`src/rtl/core/twpe_pkg.sv`:
```
// Shared types and constants of the three-way partition engine.
// No dependencies; the front, queue, back and top files refer to it by scoped names.
`timescale 1ns / 1ps

package twpe_pkg;

  localparam int STORE_DEPTH = 32;
  localparam int QUEUE_DEPTH = 4;

  localparam int ELEM_W   = 32;
  localparam int BASE_W   = 16;
  localparam int POS_W    = 6;
  localparam int LO_W     = 17;
  localparam int HI_W     = 18;
  localparam int CFG_W    = 32;
  localparam int CFG_AW   = 1;
  localparam int S_DATA_W = 32;
  localparam int M_DATA_W = 80;

  localparam logic [CFG_AW-1:0] CFG_PIVOT = 1'b0;
  localparam logic [CFG_AW-1:0] CFG_BASE  = 1'b1;

  // one classified request from the front to the back
  typedef struct packed {
    logic [ELEM_W-1:0] value;
    logic              last;
    logic              drop;
  } cmd_t;

  // one result as the back hands it out
  typedef struct packed {
    logic [ELEM_W-1:0] value;
    logic [POS_W-1:0]  pos;
    logic [LO_W-1:0]   lo;
    logic [HI_W-1:0]   hi;
    logic              ovf;
    logic              last;
  } res_t;

endpackage

```
`src/rtl/core/twpe_ram.sv`:
```
// Generic single-write, single-read RAM with registered read data.
// No dependencies.
`timescale 1ns / 1ps

module twpe_ram #(
  parameter int WIDTH = 32,
  parameter int DEPTH = 32
) (
  input  logic                     clk_i,
  input  logic                     we_i,
  input  logic [$clog2(DEPTH)-1:0] waddr_i,
  input  logic [WIDTH-1:0]         wdata_i,
  input  logic                     re_i,
  input  logic [$clog2(DEPTH)-1:0] raddr_i,
  output logic [WIDTH-1:0]         rdata_o
);

  logic [WIDTH-1:0] mem_q [DEPTH];

  always_ff @(posedge clk_i) begin
    if (we_i) begin
      mem_q[waddr_i] <= wdata_i;
    end
    if (re_i) begin
      rdata_o <= mem_q[raddr_i];
    end
  end

endmodule

```
`src/rtl/core/twpe_front.sv`:
```
// Front end: accepts input requests and classifies them (store or drop).
// Uses twpe_pkg for the request type.
`timescale 1ns / 1ps

module twpe_front #(
  parameter int STORE_DEPTH = twpe_pkg::STORE_DEPTH
) (
  input  logic                        clk_i,
  input  logic                        rst_ni,
  input  logic                        valid_i,
  output logic                        ready_o,
  input  logic [twpe_pkg::ELEM_W-1:0] value_i,
  input  logic                        last_i,
  input  logic                        q_full_i,
  output logic                        push_o,
  output twpe_pkg::cmd_t              cmd_o
);

  localparam int CNT_W = $clog2(STORE_DEPTH + 1);

  logic [CNT_W-1:0] cnt_q, cnt_d;
  logic             full;

  assign full    = (cnt_q == CNT_W'(STORE_DEPTH));
  assign ready_o = !q_full_i;
  assign push_o  = valid_i && !q_full_i;

  assign cmd_o.value = value_i;
  assign cmd_o.last  = last_i;
  assign cmd_o.drop  = full;

  always_comb begin
    cnt_d = cnt_q;
    if (push_o) begin
      if (last_i) begin
        cnt_d = '0;
      end else if (!full) begin
        cnt_d = cnt_q + CNT_W'(1);
      end
    end
  end

  always_ff @(posedge clk_i or negedge rst_ni) begin
    if (!rst_ni) begin
      cnt_q <= '0;
    end else begin
      cnt_q <= cnt_d;
    end
  end

endmodule

```
`src/rtl/core/twpe_queue.sv`:
```
// Short FIFO of classified requests between front and back.
// Uses twpe_pkg for the request type.
`timescale 1ns / 1ps

module twpe_queue #(
  parameter int DEPTH = twpe_pkg::QUEUE_DEPTH
) (
  input  logic           clk_i,
  input  logic           rst_ni,
  input  logic           push_i,
  input  twpe_pkg::cmd_t cmd_i,
  output logic           full_o,
  input  logic           pop_i,
  output logic           valid_o,
  output twpe_pkg::cmd_t cmd_o
);

  localparam int PTR_W = $clog2(DEPTH);
  localparam int CNT_W = $clog2(DEPTH + 1);

  twpe_pkg::cmd_t   buf_q [DEPTH];
  logic [PTR_W-1:0] wr_q, rd_q;
  logic [CNT_W-1:0] cnt_q;
  logic             do_push, do_pop;

  assign full_o  = (cnt_q == CNT_W'(DEPTH));
  assign valid_o = (cnt_q != '0);
  assign cmd_o   = buf_q[rd_q];
  assign do_push = push_i && !full_o;
  assign do_pop  = pop_i && valid_o;

  always_ff @(posedge clk_i) begin
    if (do_push) begin
      buf_q[wr_q] <= cmd_i;
    end
  end

  always_ff @(posedge clk_i or negedge rst_ni) begin
    if (!rst_ni) begin
      wr_q  <= '0;
      rd_q  <= '0;
      cnt_q <= '0;
    end else begin
      if (do_push) begin
        wr_q <= (wr_q == PTR_W'(DEPTH - 1)) ? '0 : wr_q + PTR_W'(1);
      end
      if (do_pop) begin
        rd_q <= (rd_q == PTR_W'(DEPTH - 1)) ? '0 : rd_q + PTR_W'(1);
      end
      case ({do_push, do_pop})
        2'b10:   cnt_q <= cnt_q + CNT_W'(1);
        2'b01:   cnt_q <= cnt_q - CNT_W'(1);
        default: cnt_q <= cnt_q;
      endcase
    end
  end

endmodule

```
`src/rtl/core/twpe_back.sv`:
```
// Back end: loads the element store, runs the three-way partition with
// read/swap/write steps, then emits the store through an output register.
// Uses twpe_pkg and twpe_ram.
`timescale 1ns / 1ps

module twpe_back #(
  parameter int STORE_DEPTH = twpe_pkg::STORE_DEPTH
) (
  input  logic                        clk_i,
  input  logic                        rst_ni,
  input  logic [twpe_pkg::ELEM_W-1:0] pivot_i,
  input  logic [twpe_pkg::BASE_W-1:0] base_i,
  input  logic                        q_valid_i,
  input  twpe_pkg::cmd_t              q_cmd_i,
  output logic                        q_pop_o,
  input  logic                        out_ready_i,
  output logic                        out_valid_o,
  output twpe_pkg::res_t              out_res_o
);

  localparam int CNT_W  = $clog2(STORE_DEPTH + 1);
  localparam int ADDR_W = $clog2(STORE_DEPTH);

  typedef enum logic [2:0] {
    ST_LOAD,
    ST_RD,
    ST_CMP,
    ST_SWAP_A,
    ST_SWAP_B,
    ST_EMIT_RD,
    ST_EMIT_OUT
  } state_e;

  state_e                        state_q;
  logic [CNT_W-1:0]              cnt_q, n_q, sp_q, lt_q, gt_q, k_q;
  logic [ADDR_W-1:0]             part_q;
  logic [twpe_pkg::ELEM_W-1:0]   val_q;
  logic                          less_q, ovf_q;
  logic [twpe_pkg::LO_W-1:0]     lo_q;
  logic [twpe_pkg::HI_W-1:0]     hi_q;
  logic                          out_valid_q;
  twpe_pkg::res_t                out_res_q;

  logic                          we, re;
  logic [ADDR_W-1:0]             waddr, raddr;
  logic [twpe_pkg::ELEM_W-1:0]   wdata, rdata;
  logic                          is_lt, is_gt, fin, out_free, emit_fire;
  logic [CNT_W-1:0]              gt_m1, n_new;

  assign is_lt     = $signed(rdata) < $signed(pivot_i);
  assign is_gt     = $signed(rdata) > $signed(pivot_i);
  assign gt_m1     = gt_q - CNT_W'(1);
  assign fin       = ((k_q + CNT_W'(1)) == n_q);
  assign out_free  = !out_valid_q || out_ready_i;
  assign emit_fire = (state_q == ST_EMIT_OUT) && out_free;
  assign n_new     = q_cmd_i.drop ? cnt_q : cnt_q + CNT_W'(1);
  assign q_pop_o   = (state_q == ST_LOAD) && q_valid_i;

  assign out_valid_o = out_valid_q;
  assign out_res_o   = out_res_q;

  // store port control
  always_comb begin
    we    = 1'b0;
    re    = 1'b0;
    waddr = part_q;
    raddr = sp_q[ADDR_W-1:0];
    wdata = val_q;
    unique case (state_q)
      ST_LOAD: begin
        we    = q_valid_i && !q_cmd_i.drop;
        waddr = cnt_q[ADDR_W-1:0];
        wdata = q_cmd_i.value;
      end
      ST_RD: begin
        re = 1'b1;
      end
      ST_CMP: begin
        re    = is_lt || is_gt;
        raddr = is_lt ? lt_q[ADDR_W-1:0] : gt_m1[ADDR_W-1:0];
      end
      ST_SWAP_A: begin
        we = 1'b1;
      end
      ST_SWAP_B: begin
        we    = 1'b1;
        waddr = sp_q[ADDR_W-1:0];
        wdata = rdata;
      end
      ST_EMIT_RD: begin
        re    = 1'b1;
        raddr = k_q[ADDR_W-1:0];
      end
      ST_EMIT_OUT: begin
      end
      default: begin
      end
    endcase
  end

  twpe_ram #(
    .WIDTH(twpe_pkg::ELEM_W),
    .DEPTH(STORE_DEPTH)
  ) u_store (
    .clk_i  (clk_i),
    .we_i   (we),
    .waddr_i(waddr),
    .wdata_i(wdata),
    .re_i   (re),
    .raddr_i(raddr),
    .rdata_o(rdata)
  );

  always_ff @(posedge clk_i or negedge rst_ni) begin
    if (!rst_ni) begin
      state_q     <= ST_LOAD;
      cnt_q       <= '0;
      n_q         <= '0;
      sp_q        <= '0;
      lt_q        <= '0;
      gt_q        <= '0;
      k_q         <= '0;
      part_q      <= '0;
      val_q       <= '0;
      less_q      <= 1'b0;
      ovf_q       <= 1'b0;
      lo_q        <= '0;
      hi_q        <= '0;
      out_valid_q <= 1'b0;
      out_res_q   <= '0;
    end else begin
      if (emit_fire) begin
        out_valid_q <= 1'b1;
      end else if (out_ready_i) begin
        out_valid_q <= 1'b0;
      end
      unique case (state_q)
        ST_LOAD: begin
          if (q_valid_i) begin
            if (q_cmd_i.drop) begin
              ovf_q <= 1'b1;
            end
            if (q_cmd_i.last) begin
              cnt_q <= '0;
              n_q   <= n_new;
              k_q   <= '0;
              if (n_new == CNT_W'(1)) begin
                // a single element is its own equal run
                lo_q    <= twpe_pkg::LO_W'(base_i);
                hi_q    <= twpe_pkg::HI_W'(base_i);
                state_q <= ST_EMIT_RD;
              end else begin
                sp_q    <= '0;
                lt_q    <= '0;
                gt_q    <= n_new;
                state_q <= ST_RD;
              end
            end else begin
              cnt_q <= n_new;
            end
          end
        end
        ST_RD: begin
          if (sp_q < gt_q) begin
            state_q <= ST_CMP;
          end else begin
            lo_q    <= twpe_pkg::LO_W'(base_i) + twpe_pkg::LO_W'(lt_q);
            hi_q    <= twpe_pkg::HI_W'(base_i) + twpe_pkg::HI_W'(gt_q)
                       - twpe_pkg::HI_W'(1);
            state_q <= ST_EMIT_RD;
          end
        end
        ST_CMP: begin
          val_q  <= rdata;
          less_q <= is_lt;
          if (is_lt) begin
            part_q  <= lt_q[ADDR_W-1:0];
            lt_q    <= lt_q + CNT_W'(1);
            state_q <= ST_SWAP_A;
          end else if (is_gt) begin
            part_q  <= gt_m1[ADDR_W-1:0];
            gt_q    <= gt_m1;
            state_q <= ST_SWAP_A;
          end else begin
            sp_q    <= sp_q + CNT_W'(1);
            state_q <= ST_RD;
          end
        end
        ST_SWAP_A: begin
          state_q <= ST_SWAP_B;
        end
        ST_SWAP_B: begin
          if (less_q) begin
            sp_q <= sp_q + CNT_W'(1);
          end
          state_q <= ST_RD;
        end
        ST_EMIT_RD: begin
          state_q <= ST_EMIT_OUT;
        end
        ST_EMIT_OUT: begin
          if (out_free) begin
            out_res_q.value <= rdata;
            out_res_q.pos   <= twpe_pkg::POS_W'(k_q);
            out_res_q.lo    <= fin ? lo_q : '0;
            out_res_q.hi    <= fin ? hi_q : '0;
            out_res_q.ovf   <= ovf_q;
            out_res_q.last  <= fin;
            k_q             <= k_q + CNT_W'(1);
            if (fin) begin
              ovf_q   <= 1'b0;
              state_q <= ST_LOAD;
            end else begin
              state_q <= ST_EMIT_RD;
            end
          end
        end
        default: begin
          state_q <= ST_LOAD;
        end
      endcase
    end
  end

endmodule

```
`src/rtl/core/three_way_partition_engine.sv`:
```
// Three-way partition engine: top level with config registers and stream ports.
// Load pops requests from the queue; partition reads and compares each element, moving
// a non-equal one through the swap states (store port limits it); emit reads each
// result, held while stalled. One run at a time in the back; the front takes requests
// while the queue has room. Reset (rst_ni low, async): registers and counters cleared.
`timescale 1ns / 1ps

module three_way_partition_engine #(
  parameter int STORE_DEPTH = twpe_pkg::STORE_DEPTH
) (
  input  logic                          clk_i,
  input  logic                          rst_ni,
  // config write port
  input  logic                          cfg_we_i,
  input  logic [twpe_pkg::CFG_AW-1:0]   cfg_addr_i,
  input  logic [twpe_pkg::CFG_W-1:0]    cfg_wdata_i,
  // input stream
  input  logic                          s_axis_tvalid,
  output logic                          s_axis_tready,
  input  logic [twpe_pkg::S_DATA_W-1:0] s_axis_tdata,  // [31:0] element_value
  input  logic                          s_axis_tlast,  // is_last_in
  // result stream
  output logic                          m_axis_tvalid,
  input  logic                          m_axis_tready,
  // [31:0] out_value, [37:32] out_position, [54:38] equal_low,
  // [72:55] equal_high, [73] overflow, [79:74] zero
  output logic [twpe_pkg::M_DATA_W-1:0] m_axis_tdata,
  output logic                          m_axis_tlast   // is_last_out
);

  logic [twpe_pkg::ELEM_W-1:0] pivot_q;
  logic [twpe_pkg::BASE_W-1:0] base_q;

  logic           push, q_full, q_valid, q_pop;
  twpe_pkg::cmd_t push_cmd, head_cmd;
  twpe_pkg::res_t res;

  // config registers; write them only while idle (the block does not enforce this)
  always_ff @(posedge clk_i or negedge rst_ni) begin
    if (!rst_ni) begin
      pivot_q <= '0;
      base_q  <= '0;
    end else if (cfg_we_i) begin
      unique case (cfg_addr_i)
        twpe_pkg::CFG_PIVOT: pivot_q <= cfg_wdata_i[twpe_pkg::ELEM_W-1:0];
        twpe_pkg::CFG_BASE:  base_q  <= cfg_wdata_i[twpe_pkg::BASE_W-1:0];
        default: begin
        end
      endcase
    end
  end

  // front: take requests, mark the ones that would overrun the store
  twpe_front #(
    .STORE_DEPTH(STORE_DEPTH)
  ) u_front (
    .clk_i   (clk_i),
    .rst_ni  (rst_ni),
    .valid_i (s_axis_tvalid),
    .ready_o (s_axis_tready),
    .value_i (s_axis_tdata[twpe_pkg::ELEM_W-1:0]),
    .last_i  (s_axis_tlast),
    .q_full_i(q_full),
    .push_o  (push),
    .cmd_o   (push_cmd)
  );

  // decoupling queue
  twpe_queue #(
    .DEPTH(twpe_pkg::QUEUE_DEPTH)
  ) u_queue (
    .clk_i  (clk_i),
    .rst_ni (rst_ni),
    .push_i (push),
    .cmd_i  (push_cmd),
    .full_o (q_full),
    .pop_i  (q_pop),
    .valid_o(q_valid),
    .cmd_o  (head_cmd)
  );

  // back: store, partition, emit
  twpe_back #(
    .STORE_DEPTH(STORE_DEPTH)
  ) u_back (
    .clk_i      (clk_i),
    .rst_ni     (rst_ni),
    .pivot_i    (pivot_q),
    .base_i     (base_q),
    .q_valid_i  (q_valid),
    .q_cmd_i    (head_cmd),
    .q_pop_o    (q_pop),
    .out_ready_i(m_axis_tready),
    .out_valid_o(m_axis_tvalid),
    .out_res_o  (res)
  );

  assign m_axis_tdata = {6'b0, res.ovf, res.hi, res.lo, res.pos, res.value};
  assign m_axis_tlast = res.last;

endmodule

```
`config.mk`:
```
export PLATFORM = sky130hd
export DESIGN_NAME = three_way_partition_engine
export DESIGN_NICKNAME = d
export VERILOG_FILES = /design/src/rtl/core/twpe_pkg.sv /design/src/rtl/core/twpe_ram.sv /design/src/rtl/core/twpe_front.sv /design/src/rtl/core/twpe_queue.sv /design/src/rtl/core/twpe_back.sv /design/src/rtl/core/three_way_partition_engine.sv
export SDC_FILE = /design/constraint.sdc
export NUM_CORES = 2
export LEC_CHECK = 0
export BUFFER_PORTS_ARGS = -buffer_cell sky130_fd_sc_hd__clkbuf_2
export CAP_MARGIN = 20
export CORE_MARGIN = 2
export CORE_UTILIZATION = 60
export CTS_BUF_LIST = sky130_fd_sc_hd__clkbuf_2
export CTS_CLUSTER_SIZE = 14
export DETAILED_ROUTE_END_ITERATION = 10
export PLACE_DENSITY_LB_ADDON = 0.3
export RECOVER_POWER = 25
export SLEW_MARGIN = 30
export SYNTH_ARGS = -nofsm -noshare
export SYNTH_HDL_FRONTEND = slang
export SYNTH_SLANG_ARGS = --single-unit
```
`constraint.sdc`:
```
create_clock -name clk_i -period 5.1 [get_ports clk_i]
set_input_delay 0.255 -clock clk_i [delete_from_list [all_inputs] [get_ports clk_i]]
set_output_delay 0.255 -clock clk_i [all_outputs]
set_load 0.01 [all_outputs]
```
==> reports/metrics.yaml <==
logic_synthesis:
  async_flop_share_pct: 17.3
  netlist_area_um2: 60100
  ys_types: 77
  netlist_top_cells_area: "edfxtp_1, dfrtp_1, nand2_1, mux2i_1, mux2_2"
  syn_avg_cell_area_um2: 13.9
  ys_top_cells_by_count: "edfxtp_1, nand2_1, mux2i_1, dfrtp_1, a21oi_1"
  syn_inst: 4330
  synth.most_common_cell: "edfxtp_1"
  ys.flop_type: "edfxtp_1"
  synth_top_area_share_pct: 59.6
  synth_seq_cells: 1442
  synth_edf_count: 1192
  netlist.top_cell.by_area: "edfxtp_1"
  ys_warn_count: 0
  yosysSeqAreaShare_pct: 70.0
layout:
  layout.nets: 5101
  area_delta_synth_final_pct: 14.3
  layout-drive-gt1-share_pct: 19.8
  utilization_pct: 68.9
worst_setup_path:
  cp_max_fo: 37
  r2r_cells: 15
  r2r-start: "u_back.u_store.rdata_o[31]$_DFFE_PP_"
  required_ns: 6.44
  arrival_ns: 6.27
  start_kind: "flop"
  ff2ff_setup_slack_ns: 0.17
  worstSetupPathType: "flop to flop"
  r2r-end: "u_back.u_store.rdata_o[5]$_DFFE_PP_"
  endpoint_kind: "flop"
hold_path:
  worstHoldStart: "cfg_wdata_i[7]"
  min_to: "pivot_q[7]$_DFFE_PN0P_"
  min_delay_path_depth: 5
  hold_class: "input port to flop"
clock_tree:
  numCtsBuffers: 363
  cts_setup_buffers: 0
  cts_buffer_depth: 4
  cts.clk_slew.worst_paths_ns: 0.11
  htreeDepth: 5
  cts-root-buf: "clkbuf_2"
  clock_latency_ns: 1.63
  clock-sinks: 1442
  cts_tree: "yes"
placement:
  portBuffers: 147
  hpwl_um: 96000
  dp_slack_ns: 0.169
  globalplace.congestion: 0.968
global_routing:
  grt_overflow: 0
  grtUsageTotal_pct: 32.3
  grt_pass1_wl_um: 245000
  grt_start_max_net_pins: 127
  grt_pass1_vias: 40000
  antenna_found_initial: 2
sta:
  rsz0062_at_grt: "no"
  clock_skew_ns: 0.183
  final_hold_viol_count: 0
  fin_crit_ns: 4.93
  tightest_slew_ns: 3.05
  worst_slack_ns: 0.165
  maxSlewViolCount: 549
  final.setup.tns_ns: 0
  fmax_ghz: 0.203
  min_period_over_period_pct: 96.8
  holdWs_ns: 0.150
  setup_violations: 0
  relSlewSlack_pct: -103
die:
  start_util_pct: 60.3
  ios: 154
  die-width_um: 320
  die-area_um2: 103000
  core-area_um2: 99700
  die_h_um: 320
  rows: 116
route:
  wl_per_cell_um: 25.4
  antenna_left: 0
  via_per_inst: 6.15
  dr.pass1.iters: 8
  vias: 40000
  drc: 0
  drtIter0Drc: 4933
  wirelength_um: 165000
pwr:
  vdd_drop_max_mv: 0.517
  p_leak_nw: 26.4
  cellPowerDensity_nw_per_um2: 679
status:
  status: "finished, violations left"
  violations: "max-capacitance violations, max-slew violations"
flow_run:
  maxCapViolations: 10
==> where the power goes <==
group / leakage, nW / switching (mW) / internal (mW)
logic: 9.94 / 13.8 / 7.38
clock network: 2.39 / 4.51 / 3.14
registers: 14.0 / 1.03 / 16.8
total: 26.4 / 19.3 / 27.3
==> per-stage QoR <==
stage          instance area (um2)  std cells  total power, mW
2_1_floorplan                60100       4335             31.2
3_3_place_gp                 63300       5690             37.7
3_5_place_dp                 63600       5691             38.6
4_1_cts                      68800       6493             46.2
5_1_grt                      68700       6500             48.9
6_report                     68700       6500             46.7
==> how the worst max path moves through the flow <==
stage                                               from                                    to  slack (ns)  cells after the start
floorplan           u_back.u_store.rdata_o[31]$_DFFE_PP_  u_back.u_store.rdata_o[23]$_DFFE_PP_        1.33                     15
global placement    u_back.u_store.rdata_o[31]$_DFFE_PP_  u_back.u_store.rdata_o[28]$_DFFE_PP_       -0.04                     13
detailed placement  u_back.u_store.rdata_o[31]$_DFFE_PP_   u_back.u_store.rdata_o[5]$_DFFE_PP_        0.17                     14
CTS                 u_back.u_store.rdata_o[31]$_DFFE_PP_   u_back.u_store.rdata_o[5]$_DFFE_PP_        0.12                     14
global route        u_back.u_store.rdata_o[31]$_DFFE_PP_   u_back.u_store.rdata_o[6]$_DFFE_PP_        0.02                     14
finish              u_back.u_store.rdata_o[31]$_DFFE_PP_   u_back.u_store.rdata_o[5]$_DFFE_PP_        0.17                     15
==> layout make-up <==
type / count / area, um2
clock inverters: 91 / 616
fillers: 6722 / 31000
repair buffers: 524 / 4440
well taps: 1298 / 1620
inverters: 64 / 240
diodes: 6 / 15.0
clock buffers: 506 / 2530
flip-flops and latches: 1442 / 42100
multi-input cells: 2569 / 17200
==> logic make-up after synthesis <==
family,Yosys count,share of synthesized area [%]
XOR/XNOR,61,0.889
flip-flops,1442,70.0
buffers and inverters,324,2.59
other,1,0.00624
adder cells (fa/ha/maj),66,1.41
AND/OR/NAND/NOR,1249,8.66
AO/OA/AOI/OAI,742,7.93
multiplexers,445,8.54
==> metal layers <==
metal,global-route usage [%],vias to the layer above,wire [um],part of all wire [%]
met3,7.29,493,17900,11
li1,-,17500,-,-
met1,42.2,19500,61300,37
met2,50.7,2438,77000,47
met5,0,-,0,0
met4,18.0,0,9120,5.5
==> worst max-delay path: stages, from the launching register on <==
cell       delay [ns]
edfxtp_1         0.53
ha_1             0.41
and4_1           0.29
nor3b_2          0.32
a31oi_1          0.22
a41o_1           0.31
a211oi_2         0.30
a2111oi_4        0.10
buf_4            0.19
a21oi_4          0.36
buf_4            0.29
buf_12           0.24
mux2_2           0.37
o211ai_1         0.10
nand4_1          0.27
a21oi_2          0.36
==> timing repair <==
item,4_1_cts,5_1_grt
hold endpoints to repair,663,0
setup endpoints to repair,0,4
hold buffers,205,0
gates resized for setup,0,7
==> cells in the final DEF (no fill, tap or decap), types with 10 or more instances in the layout <==
cell type / netlist / layout
nor3_1: 16 / 16
bufinv_16: 0 / 10
o21ai_0: 157 / 125
clkinv_1: 1 / 73
nand3_1: 97 / 97
ha_1: 63 / 63
buf_12: 0 / 37
o31ai_1: 32 / 32
or3_1: 16 / 16
clkbuf_2: 0 / 571
nor2_4: 0 / 34
nand2b_1: 13 / 13
nand2_1: 903 / 902
o22ai_1: 33 / 33
buf_4: 11 / 126
dlygate4sd3_1: 0 / 204
and3_1: 13 / 13
a21oi_1: 210 / 209
o21ai_4: 0 / 30
xnor2_1: 35 / 35
nor2b_1: 15 / 13
mux4_2: 40 / 40
xor2_1: 26 / 26
a22o_1: 40 / 39
nor2_1: 102 / 68
mux2i_1: 264 / 264
clkbuf_1: 165 / 89
inv_1: 63 / 63
a21o_1: 17 / 17
dfrtp_1: 250 / 248
edfxtp_1: 1192 / 1192
mux2_2: 141 / 141
a31oi_1: 10 / 10
a2111oi_0: 30 / 25
nand4_1: 42 / 42
o211ai_1: 158 / 158
==> flip-flops by register name, indices dropped and copies added, names as in the netlist, 16 cells and up <==
| name | cells |
|---|---|
| u_queue.buf_q | 136 |
| u_back.hi_q | 18 |
| base_q | 16 |
| u_back.out_res_o | 75 |
| pivot_q | 32 |
| u_back.lo_q | 17 |
| u_back.u_store.rdata_o | 32 |
| u_back.val_q | 32 |
| u_back.u_store.mem_q | 1024 |
No activity file was read; power rests on OpenSTA's default activity.
